## config.mk

```make
export PLATFORM = sky130hd
export DESIGN_NAME = fct_ctrl_flat
export DESIGN_NICKNAME = d
export VERILOG_FILES = /design/src/fct_pkg.sv /design/src/fct_req_if.sv /design/src/fct_rsp_if.sv /design/src/fct_alu.sv /design/src/fct_ctrl.sv /design/src/flat_wrapper.sv
export SDC_FILE = /design/constraint.sdc
export NUM_CORES = 1
export LEC_CHECK = 0
export BUFFER_PORTS_ARGS = -buffer_cell sky130_fd_sc_hd__buf_2
export CAP_MARGIN = 0
export CORE_AREA = 2 2 184 186
export DETAILED_ROUTE_END_ITERATION = 6
export DIE_AREA = 0 0 186 188
export SETUP_SLACK_MARGIN = 0.2
export SLEW_MARGIN = 10
export SYNTH_ARGS = -nofsm -noshare
export SYNTH_HDL_FRONTEND = slang
export SYNTH_SLANG_ARGS = --single-unit
```

## constraint.sdc

```tcl
create_clock -name i_clk -period 12 [get_ports i_clk]
set_clock_uncertainty 0.1 [all_clocks]
set_input_delay 1.2 -clock i_clk [delete_from_list [all_inputs] [get_ports i_clk]]
set_output_delay 1.2 -clock i_clk [all_outputs]
set_load 0.005 [all_outputs]
```

## src/fct_pkg.sv

```systemverilog
`timescale 1ns / 1ps
`default_nettype none
// ----------------------------------------------------------------------------
// fct_pkg
// Shared types and constants of the cluster chain table engine.
// ----------------------------------------------------------------------------
package fct_pkg;

    localparam int CLUSTER_W = 16;
    localparam int SIZE_W    = 32;
    localparam int CSIZE_W   = 21;
    localparam int ALU_W     = 32;
    localparam int CFG_IDX_W = 2;
    localparam int CFG_DAT_W = 13;

    localparam logic [CLUSTER_W-1:0] ENTRY_FREE = 16'h0000;
    localparam logic [CLUSTER_W-1:0] ENTRY_EOC  = 16'hFFFF;
    localparam int                   FIRST_DATA = 2;

    typedef enum logic [2:0] {
        OP_FIND     = 3'd0,
        OP_MARK_END = 3'd1,
        OP_GET_NEXT = 3'd2,
        OP_LINK     = 3'd3,
        OP_FREE     = 3'd4,
        OP_ALLOC    = 3'd5
    } t_op;

    typedef enum logic [CFG_IDX_W-1:0] {
        CFG_MOUNTED = 2'd0,
        CFG_TOTAL   = 2'd1,
        CFG_SPC     = 2'd2,
        CFG_BPS     = 2'd3
    } t_cfg_idx;

    typedef struct packed {
        logic        mounted;
        logic [11:0] data_clusters;
        logic [7:0]  clu_sectors;
        logic [12:0] sector_bytes;
    } t_cfg;

    typedef enum logic [2:0] {
        ST_CLEAR,
        ST_IDLE,
        ST_DECODE,
        ST_READ,
        ST_SCAN,
        ST_LINK,
        ST_STEP,
        ST_RESP
    } t_state;

endpackage
`default_nettype wire

```

## src/fct_req_if.sv

```systemverilog
`timescale 1ns / 1ps
`default_nettype none
// ----------------------------------------------------------------------------
// fct_req_if
// Request channel: one operation on the chain table per item.
// ----------------------------------------------------------------------------
interface fct_req_if;
    logic        valid;
    logic        ready;
    logic [2:0]  op;
    logic [15:0] cluster;
    logic [15:0] link_value;
    logic [31:0] byte_size;

    modport source (output valid, op, cluster, link_value, byte_size, input ready);
    modport sink   (input valid, op, cluster, link_value, byte_size, output ready);
endinterface
`default_nettype wire

```

## src/fct_rsp_if.sv

```systemverilog
`timescale 1ns / 1ps
`default_nettype none
// ----------------------------------------------------------------------------
// fct_rsp_if
// Response channel: status and cluster number, one item per request.
// ----------------------------------------------------------------------------
interface fct_rsp_if;
    logic        valid;
    logic        ready;
    logic        ok;
    logic [15:0] cluster_result;

    modport source (output valid, ok, cluster_result, input ready);
    modport sink   (input valid, ok, cluster_result, output ready);
endinterface
`default_nettype wire

```

## src/fct_alu.sv

```systemverilog
`timescale 1ns / 1ps
`default_nettype none
// ----------------------------------------------------------------------------
// fct_alu
// Shared subtract / compare unit: bounds checks, scan limit, byte countdown.
// ----------------------------------------------------------------------------
module fct_alu (
    input  wire logic [fct_pkg::ALU_W-1:0] i_a,
    input  wire logic [fct_pkg::ALU_W-1:0] i_b,
    output logic      [fct_pkg::ALU_W-1:0] o_diff,
    output logic                           o_lt,
    output logic                           o_le
);

    logic [fct_pkg::ALU_W:0] wide_diff;

    always_comb begin
        wide_diff = {1'b0, i_a} - {1'b0, i_b};
        o_diff    = wide_diff[fct_pkg::ALU_W-1:0];
        o_lt      = wide_diff[fct_pkg::ALU_W];
        o_le      = wide_diff[fct_pkg::ALU_W] || (o_diff == '0);
    end

endmodule
`default_nettype wire

```

## src/fct_ctrl.sv

```systemverilog
`timescale 1ns / 1ps
`default_nettype none
// ----------------------------------------------------------------------------
// fct_ctrl
// Sequencer: clearing pass, decode, pipelined free scan and chain building.
// ----------------------------------------------------------------------------
module fct_ctrl #(
    parameter int TABLE_ENTRIES = 4096,
    parameter int AW            = 12
) (
    input  wire logic                          i_clk,
    input  wire logic                          i_rst_n,
    input  wire fct_pkg::t_cfg                 i_cfg,
    fct_req_if.sink                            i_req,
    fct_rsp_if.source                          o_rsp,
    output logic                               o_wr_en,
    output logic [AW-1:0]                      o_wr_addr,
    output logic [fct_pkg::CLUSTER_W-1:0]      o_wr_data,
    output logic [AW-1:0]                      o_rd_addr,
    input  wire logic [fct_pkg::CLUSTER_W-1:0] i_rd_data
);

    localparam int PW = AW + 1;
    localparam int LW = (PW > 13) ? PW : 13;
    localparam logic [AW-1:0] LAST_ENTRY = AW'(TABLE_ENTRIES - 1);
    localparam logic [LW-1:0] DEPTH_LW   = LW'(TABLE_ENTRIES);
    localparam logic [PW-1:0] FIRST_PW   = PW'(fct_pkg::FIRST_DATA);

    fct_pkg::t_state r_state, n_state;

    logic [2:0]                      r_op, n_op;
    logic [fct_pkg::CLUSTER_W-1:0]   r_cluster, n_cluster;
    logic [fct_pkg::CLUSTER_W-1:0]   r_link, n_link;
    logic [fct_pkg::SIZE_W-1:0]      r_rem, n_rem;
    logic [fct_pkg::CSIZE_W-1:0]     r_csize, n_csize;
    logic [AW-1:0]                   r_clr, n_clr;
    logic [PW-1:0]                   r_ptr, n_ptr;
    logic                            r_chk_v, n_chk_v;
    logic [AW-1:0]                   r_chk_addr, n_chk_addr;
    logic [AW-1:0]                   r_hit, n_hit;
    logic [AW-1:0]                   r_cur, n_cur;
    logic [AW-1:0]                   r_first, n_first;
    logic                            r_first_done, n_first_done;
    logic                            r_ok, n_ok;
    logic [fct_pkg::CLUSTER_W-1:0]   r_res, n_res;
    logic                            r_out_valid, n_out_valid;
    logic                            r_out_ok, n_out_ok;
    logic [fct_pkg::CLUSTER_W-1:0]   r_out_res, n_out_res;

    logic [LW-1:0]                   tot_lim;
    logic [PW-1:0]                   lim;
    logic [fct_pkg::ALU_W-1:0]       alu_a, alu_b, alu_diff;
    logic                            alu_lt, alu_le;
    logic                            accept, found, scan_miss, clu_ok, op_write, rsp_load;
    logic [fct_pkg::CLUSTER_W-1:0]   wr_val;

    // upper cluster bound, saturated at the table depth
    always_comb begin
        tot_lim = LW'(i_cfg.data_clusters) + LW'(fct_pkg::FIRST_DATA);
        lim     = (tot_lim > DEPTH_LW) ? PW'(DEPTH_LW) : PW'(tot_lim);
    end

    always_comb begin
        case (r_state)
            fct_pkg::ST_DECODE: begin
                alu_a = fct_pkg::ALU_W'(r_cluster);
                alu_b = fct_pkg::ALU_W'(lim);
            end
            fct_pkg::ST_SCAN: begin
                alu_a = fct_pkg::ALU_W'(r_ptr);
                alu_b = fct_pkg::ALU_W'(lim);
            end
            default: begin
                alu_a = r_rem;
                alu_b = fct_pkg::ALU_W'(r_csize);
            end
        endcase
    end

    fct_alu u_alu (
        .i_a    (alu_a),
        .i_b    (alu_b),
        .o_diff (alu_diff),
        .o_lt   (alu_lt),
        .o_le   (alu_le)
    );

    always_comb begin
        accept    = (r_state == fct_pkg::ST_IDLE) && i_req.valid;
        found     = r_chk_v && (i_rd_data == fct_pkg::ENTRY_FREE);
        scan_miss = !r_chk_v && !alu_lt;
        clu_ok    = i_cfg.mounted && (r_cluster >= fct_pkg::CLUSTER_W'(fct_pkg::FIRST_DATA))
                    && alu_lt;
        op_write  = r_op inside {fct_pkg::OP_MARK_END, fct_pkg::OP_LINK, fct_pkg::OP_FREE};
        rsp_load  = (r_state == fct_pkg::ST_RESP) && (!r_out_valid || o_rsp.ready);
        case (r_op)
            fct_pkg::OP_MARK_END: wr_val = fct_pkg::ENTRY_EOC;
            fct_pkg::OP_LINK:     wr_val = r_link;
            default:              wr_val = fct_pkg::ENTRY_FREE;
        endcase
    end

    // next state
    always_comb begin
        n_state = r_state;
        case (r_state)
            fct_pkg::ST_CLEAR: begin
                if (r_clr == LAST_ENTRY) n_state = fct_pkg::ST_IDLE;
            end
            fct_pkg::ST_IDLE: begin
                if (i_req.valid) n_state = fct_pkg::ST_DECODE;
            end
            fct_pkg::ST_DECODE: begin
                n_state = fct_pkg::ST_RESP;
                if (i_cfg.mounted) begin
                    case (r_op)
                        fct_pkg::OP_FIND:     n_state = fct_pkg::ST_SCAN;
                        fct_pkg::OP_GET_NEXT: if (clu_ok) n_state = fct_pkg::ST_READ;
                        fct_pkg::OP_ALLOC: begin
                            if ((r_rem != '0) && (r_csize != '0)) n_state = fct_pkg::ST_SCAN;
                        end
                        default: n_state = fct_pkg::ST_RESP;
                    endcase
                end
            end
            fct_pkg::ST_READ: n_state = fct_pkg::ST_RESP;
            fct_pkg::ST_SCAN: begin
                if (found) begin
                    if (r_op != fct_pkg::OP_ALLOC) n_state = fct_pkg::ST_RESP;
                    else if (r_first_done)         n_state = fct_pkg::ST_LINK;
                    else                           n_state = fct_pkg::ST_STEP;
                end else if (scan_miss) begin
                    n_state = fct_pkg::ST_RESP;
                end
            end
            fct_pkg::ST_LINK: n_state = fct_pkg::ST_STEP;
            fct_pkg::ST_STEP: n_state = alu_le ? fct_pkg::ST_RESP : fct_pkg::ST_SCAN;
            fct_pkg::ST_RESP: begin
                if (rsp_load) n_state = fct_pkg::ST_IDLE;
            end
            default: n_state = fct_pkg::ST_CLEAR;
        endcase
    end

    // memory port and handshake outputs
    always_comb begin
        o_wr_en     = 1'b0;
        o_wr_addr   = r_cluster[AW-1:0];
        o_wr_data   = wr_val;
        o_rd_addr   = r_cluster[AW-1:0];
        i_req.ready = (r_state == fct_pkg::ST_IDLE);
        case (r_state)
            fct_pkg::ST_CLEAR: begin
                o_wr_en   = 1'b1;
                o_wr_addr = r_clr;
                o_wr_data = fct_pkg::ENTRY_FREE;
            end
            fct_pkg::ST_DECODE: begin
                o_wr_en = clu_ok && op_write;
            end
            fct_pkg::ST_SCAN: begin
                o_rd_addr = r_ptr[AW-1:0];
                o_wr_en   = found && (r_op == fct_pkg::OP_ALLOC);
                o_wr_addr = r_chk_addr;
                o_wr_data = fct_pkg::ENTRY_EOC;
            end
            fct_pkg::ST_LINK: begin
                o_wr_en   = 1'b1;
                o_wr_addr = r_cur;
                o_wr_data = fct_pkg::CLUSTER_W'(r_hit);
            end
            default: o_wr_en = 1'b0;
        endcase
    end

    // datapath registers
    always_comb begin
        n_op         = r_op;
        n_cluster    = r_cluster;
        n_link       = r_link;
        n_rem        = r_rem;
        n_csize      = r_csize;
        n_clr        = r_clr;
        n_ptr        = r_ptr;
        n_chk_v      = r_chk_v;
        n_chk_addr   = r_chk_addr;
        n_hit        = r_hit;
        n_cur        = r_cur;
        n_first      = r_first;
        n_first_done = r_first_done;
        n_ok         = r_ok;
        n_res        = r_res;
        n_out_valid  = r_out_valid && !o_rsp.ready;
        n_out_ok     = r_out_ok;
        n_out_res    = r_out_res;
        case (r_state)
            fct_pkg::ST_CLEAR: n_clr = r_clr + AW'(1);
            fct_pkg::ST_IDLE: begin
                if (accept) begin
                    n_op      = i_req.op;
                    n_cluster = i_req.cluster;
                    n_link    = i_req.link_value;
                    n_rem     = i_req.byte_size;
                    n_csize   = fct_pkg::CSIZE_W'(i_cfg.clu_sectors)
                                * fct_pkg::CSIZE_W'(i_cfg.sector_bytes);
                    n_ok      = 1'b0;
                    n_res     = '0;
                end
            end
            fct_pkg::ST_DECODE: begin
                n_ok         = clu_ok && op_write;
                n_ptr        = FIRST_PW;
                n_chk_v      = 1'b0;
                n_first_done = 1'b0;
            end
            fct_pkg::ST_READ: begin
                n_ok  = 1'b1;
                n_res = i_rd_data;
            end
            fct_pkg::ST_SCAN: begin
                if (found) begin
                    n_chk_v = 1'b0;
                    n_hit   = r_chk_addr;
                    if (r_op != fct_pkg::OP_ALLOC) begin
                        n_ok  = 1'b1;
                        n_res = fct_pkg::CLUSTER_W'(r_chk_addr);
                    end else if (!r_first_done) begin
                        n_first      = r_chk_addr;
                        n_cur        = r_chk_addr;
                        n_first_done = 1'b1;
                    end
                end else if (alu_lt) begin
                    // issue the next read, check its data in the next cycle
                    n_ptr      = r_ptr + PW'(1);
                    n_chk_v    = 1'b1;
                    n_chk_addr = r_ptr[AW-1:0];
                end else begin
                    n_chk_v = 1'b0;
                end
            end
            fct_pkg::ST_LINK: n_cur = r_hit;
            fct_pkg::ST_STEP: begin
                if (alu_le) begin
                    n_ok  = 1'b1;
                    n_res = fct_pkg::CLUSTER_W'(r_first);
                end else begin
                    n_rem   = alu_diff;
                    n_ptr   = PW'(r_cur) + PW'(1);
                    n_chk_v = 1'b0;
                end
            end
            fct_pkg::ST_RESP: begin
                if (rsp_load) begin
                    n_out_valid = 1'b1;
                    n_out_ok    = r_ok;
                    n_out_res   = r_res;
                end
            end
            default: n_clr = r_clr;
        endcase
    end

    always_ff @(posedge i_clk) begin
        if (!i_rst_n) begin
            r_state      <= fct_pkg::ST_CLEAR;
            r_clr        <= '0;
            r_chk_v      <= 1'b0;
            r_first_done <= 1'b0;
            r_out_valid  <= 1'b0;
        end else begin
            r_state      <= n_state;
            r_clr        <= n_clr;
            r_chk_v      <= n_chk_v;
            r_first_done <= n_first_done;
            r_out_valid  <= n_out_valid;
        end
    end

    always_ff @(posedge i_clk) begin
        r_op       <= n_op;
        r_cluster  <= n_cluster;
        r_link     <= n_link;
        r_rem      <= n_rem;
        r_csize    <= n_csize;
        r_ptr      <= n_ptr;
        r_chk_addr <= n_chk_addr;
        r_hit      <= n_hit;
        r_cur      <= n_cur;
        r_first    <= n_first;
        r_ok       <= n_ok;
        r_res      <= n_res;
        r_out_ok   <= n_out_ok;
        r_out_res  <= n_out_res;
    end

    assign o_rsp.valid          = r_out_valid;
    assign o_rsp.ok             = r_out_ok;
    assign o_rsp.cluster_result = r_out_res;

    // only data clusters are written once the clearing pass is over
    a_wr_data_only: assert property (@(posedge i_clk) disable iff (!i_rst_n)
        (o_wr_en && (r_state != fct_pkg::ST_CLEAR)) |-> (o_wr_addr >= AW'(fct_pkg::FIRST_DATA)))
        else $error("write below first data cluster");

    // a scan read never goes past the cluster bound
    a_chk_in_range: assert property (@(posedge i_clk) disable iff (!i_rst_n)
        r_chk_v |-> (PW'(r_chk_addr) < lim))
        else $error("scan checked entry beyond limit");

    // a rejected item carries cluster 0
    a_fail_zero: assert property (@(posedge i_clk) disable iff (!i_rst_n)
        (r_out_valid && !r_out_ok) |-> (r_out_res == '0))
        else $error("failed item with nonzero cluster");

    // an accepted item is decoded in the following cycle
    a_accept_decode: assert property (@(posedge i_clk) disable iff (!i_rst_n)
        accept |=> (r_state == fct_pkg::ST_DECODE))
        else $error("accepted item not decoded");

endmodule
`default_nettype wire

```

## src/flat_wrapper.sv

```systemverilog
// flat-port wrapper written by rule: the top's interface ports become plain ports
module fct_ctrl_flat 
#(
    parameter int TABLE_ENTRIES = 4096,
    parameter int AW            = 12
)
  (i_clk, i_rst_n, i_cfg, o_wr_en, o_wr_addr, o_wr_data, o_rd_addr, i_rd_data, i_req_valid, i_req_op, i_req_cluster, i_req_link_value, i_req_byte_size, i_req_ready, o_rsp_valid, o_rsp_ok, o_rsp_cluster_result, o_rsp_ready);
  fct_req_if i_req_i ();
  fct_rsp_if o_rsp_i ();
  input  wire logic i_clk;
  input  wire logic i_rst_n;
  input  wire fct_pkg::t_cfg i_cfg;
  output logic o_wr_en;
  output logic [AW-1:0] o_wr_addr;
  output logic [fct_pkg::CLUSTER_W-1:0] o_wr_data;
  output logic [AW-1:0] o_rd_addr;
  input  wire logic [fct_pkg::CLUSTER_W-1:0] i_rd_data;
  input wire logic [$bits(i_req_i.valid)-1:0] i_req_valid;
  input wire logic [$bits(i_req_i.op)-1:0] i_req_op;
  input wire logic [$bits(i_req_i.cluster)-1:0] i_req_cluster;
  input wire logic [$bits(i_req_i.link_value)-1:0] i_req_link_value;
  input wire logic [$bits(i_req_i.byte_size)-1:0] i_req_byte_size;
  output wire logic [$bits(i_req_i.ready)-1:0] i_req_ready;
  output wire logic [$bits(o_rsp_i.valid)-1:0] o_rsp_valid;
  output wire logic [$bits(o_rsp_i.ok)-1:0] o_rsp_ok;
  output wire logic [$bits(o_rsp_i.cluster_result)-1:0] o_rsp_cluster_result;
  input wire logic [$bits(o_rsp_i.ready)-1:0] o_rsp_ready;
  assign i_req_i.valid = i_req_valid;
  assign i_req_i.op = i_req_op;
  assign i_req_i.cluster = i_req_cluster;
  assign i_req_i.link_value = i_req_link_value;
  assign i_req_i.byte_size = i_req_byte_size;
  assign i_req_ready = i_req_i.ready;
  assign o_rsp_valid = o_rsp_i.valid;
  assign o_rsp_ok = o_rsp_i.ok;
  assign o_rsp_cluster_result = o_rsp_i.cluster_result;
  assign o_rsp_i.ready = o_rsp_ready;
  fct_ctrl #(.TABLE_ENTRIES(TABLE_ENTRIES), .AW(AW)) u_core (.i_clk(i_clk), .i_rst_n(i_rst_n), .i_cfg(i_cfg), .i_req(i_req_i), .o_rsp(o_rsp_i), .o_wr_en(o_wr_en), .o_wr_addr(o_wr_addr), .o_wr_data(o_wr_data), .o_rd_addr(o_rd_addr), .i_rd_data(i_rd_data));
endmodule
```

==> qor.yml <==
synth_compound_area_frac: 0.138
cts_setup_buffers: 0
ys_ff_latch: 201
n_fill_cell: 3087
cts_buffers: 24
seq_area_frac_synth: 0.397
ctsHoldBuffers: 0
dpl.hpwl_um: 31800
grt-ovfl-total: 0
cp.arrival_ns: 5.80
cts_tree: "built"
vdd_drop_max_mv: 0.0838
cts.htree.levels: 1
p_clk_frac: 0.369
crit_start: "i_cfg[22]"
timing.final.hold_violations: 0
p_seq_frac: 0.390
placeableCoreArea_um2: 33100
crit_type: "in2out"
power.leakage_nw: 6.88
startpoint_type: "input pin"
async_flop_share: 0
mostFrequentLayoutCells: "183 x edfxtp_1, 180 x buf_2, 177 x nand2_1"
antenna_cells: 0
status: "finished clean"
power_switching_mw: 0.567
cts_sinks: 201
clockBufferDepth: 3
clkTransAtPathRegs_ns: 0.06
ys.flop_type: "edfxtp_1"
netlist_instances: 1500
setup_tns_ns: 0
synth_edf_count: 183
synth.cell_area_um2: 14700
cp_max_fo: 8
io_pins: 181
synth_top_family_by_area: "simple AND/OR/NAND/NOR gates"
worst_slew_pin_slew_ns: 1.05
via_per_inst: 5.72
grt_max_degree: 75
p_per_area_nw_per_um2: 120
reg2reg_depth: 18
num_rows: 67
place_area_um2: 16000
layout-drive-gt1-share: 0.177
slew_headroom: 0.295
detail_route.first_pass.iterations: 5
drt_iter0_markers: 1019
yosysUniqueCellTypes: 75
drv_cap: 0
synthAdderAreaFrac: 0.147
critPathRequiredTime_ns: 10.70
initial_core_util: 0.445
multi_input_area_um2: 8280
die_h_um: 188
setup_viol: 0
r2r_start: "u_core.r_state[1]"
p_int_mw: 1.46
comb_power_share: 0.242
synth_mux_area_frac: 0.0452
area_growth_pct: 14.3
antenna_found_initial: 0
grt_use_total: 0.238
syn-num-nets: 1754
wl_per_cell_um: 19.9
rsz0062_at_grt: "no"
drt-total-wl_um: 42100
finalPower_mw: 2.03
synth_xor_area_frac: 0.0345
layout_commonest_cell: "edfxtp_1"
reg2reg_to: "u_core.r_ptr[5]"
vias: 12100
fin_area_um2: 16900
gp_congestion: 0.877
grt_pass1_wl_um: 64400
synth-simple-area-share: 0.195
final_nets: 1900
ant_nets: 0
grt_pass1_vias: 11600
min_period_over_period: 0.591
die_w_um: 186
post_cts_resized: 0
final-max-slew-violation-count: 0
die_area_um2: 35000
cts_root_buf: "clkbuf_16"
ys_warn_count: 0
critPathCaptureType: "primary output"
avgSynthCellArea_um2: 9.83
critPathCapture: "o_wr_en"
clock.fmax_mhz: 141
rrSetupSlack_ns: 5.26
finalCriticalPeriod_ns: 7.10
regArea_um2: 5860
portBuffers: 180
clk_latency_ns: 0.53
hp-class: "reg2reg"
swShare: 0.280
drc: 0
[state kept, by name, summed over array words and instances (netlist names)]
register / count
u_core.o_rsp.cluster_result: 16
u_core.o_rsp.ok: 1
u_core.o_rsp.valid: 1
u_core.r_chk_addr: 12
u_core.r_chk_v: 1
u_core.r_clr: 12
u_core.r_cluster: 16
u_core.r_csize: 21
u_core.r_cur: 12
u_core.r_first: 12
u_core.r_first_done: 1
u_core.r_hit: 12
u_core.r_link: 16
u_core.r_ok: 1
u_core.r_op: 3
u_core.r_ptr: 13
u_core.r_rem: 32
u_core.r_res: 16
u_core.r_state: 3
[synthesized netlist by cell type, drive strengths merged (41+ instances only)]
master,instances,area (um^2)
inv,86,323
fa,67,1340
clkbuf,60,225
o21ai,89,445
nor2,77,289
and2,72,450
nor2b,41,257
nand2,178,671
edfxtp,183,5500
a21oi,76,380
ha,66,826
[kinds of logic after synthesis]
kind of cell    count (synthesis)
fa+ha+maj                     133
flops                         201
simple gates                  560
mux                            62
compound gates                323
xor+xnor                       58
buf+inv                       163
[worst max-delay path, cell delays in order]
cell	delay (ns)
buf_2	0.15
ha_1	0.34
nand3_1	0.14
xnor2_1	0.20
nor3_1	0.22
nand4_1	0.13
a21oi_1	0.41
a22oi_1	0.17
ha_1	0.37
nor2b_1	0.18
o31ai_2	0.42
a211oi_2	0.18
o211ai_1	0.28
a31oi_1	0.22
nor3_1	0.40
and3_1	0.24
o211ai_1	0.14
o2111ai_1	0.23
buf_2	0.18
[how the worst min path moves through the flow]
stage	start	to	slack, ns	depth (start not counted)
floorplan	u_core.r_res[0]	u_core.o_rsp.cluster_result[0]	0.30	0
global placement	u_core.r_res[15]	u_core.o_rsp.cluster_result[15]	0.30	0
detailed placement	u_core.r_res[15]	u_core.o_rsp.cluster_result[15]	0.30	0
CTS	u_core.r_res[7]	u_core.o_rsp.cluster_result[7]	0.32	0
global route	u_core.r_res[15]	u_core.o_rsp.cluster_result[15]	0.32	0
finish	u_core.r_res[7]	u_core.o_rsp.cluster_result[7]	0.32	0
[power by group through the flow]
stage | clock network, mW | registers (mW) | logic, mW
final | 0.747 | 0.789 | 0.490
after detailed placement | 0 | 0.804 | 0.492
after global placement | 0 | 0.804 | 0.481
after CTS | 0.761 | 0.789 | 0.496
after global routing | 0.787 | 0.789 | 0.564
after floorplan | 0 | 0.804 | 0.376
[layout make-up]
| class | count | share of cell area |
|---|---|---|
| clock buffers | 27 | 0.0376 |
| clock inverters | 17 | 0.0107 |
| inverters | 87 | 0.0194 |
| multi-input cells | 1136 | 0.491 |
| flip-flops and latches | 201 | 0.348 |
| well taps | 448 | 0.0333 |
| repair buffers | 196 | 0.0606 |
[stage by stage]
stage	std cells	hold WS (ns)	utilization	worst slack, ns
final	2112	0.316	0.509	4.90
after global routing	2112	0.323	0.509	4.51
after CTS	2112	0.318	0.509	4.98
after detailed placement	2068	0.305	0.484	4.80
after global placement	2068	0.304	0.484	4.92
after floorplan	1500	0.300	-	5.63
[routing by layer]
layer	part of all wire	global-route usage
met3	0.063	0.0282
met5	0	0
met1	0.47	0.356
met2	0.43	0.358
met4	0.034	0.0736
Note: power is estimated with default switching activity, not from simulation.
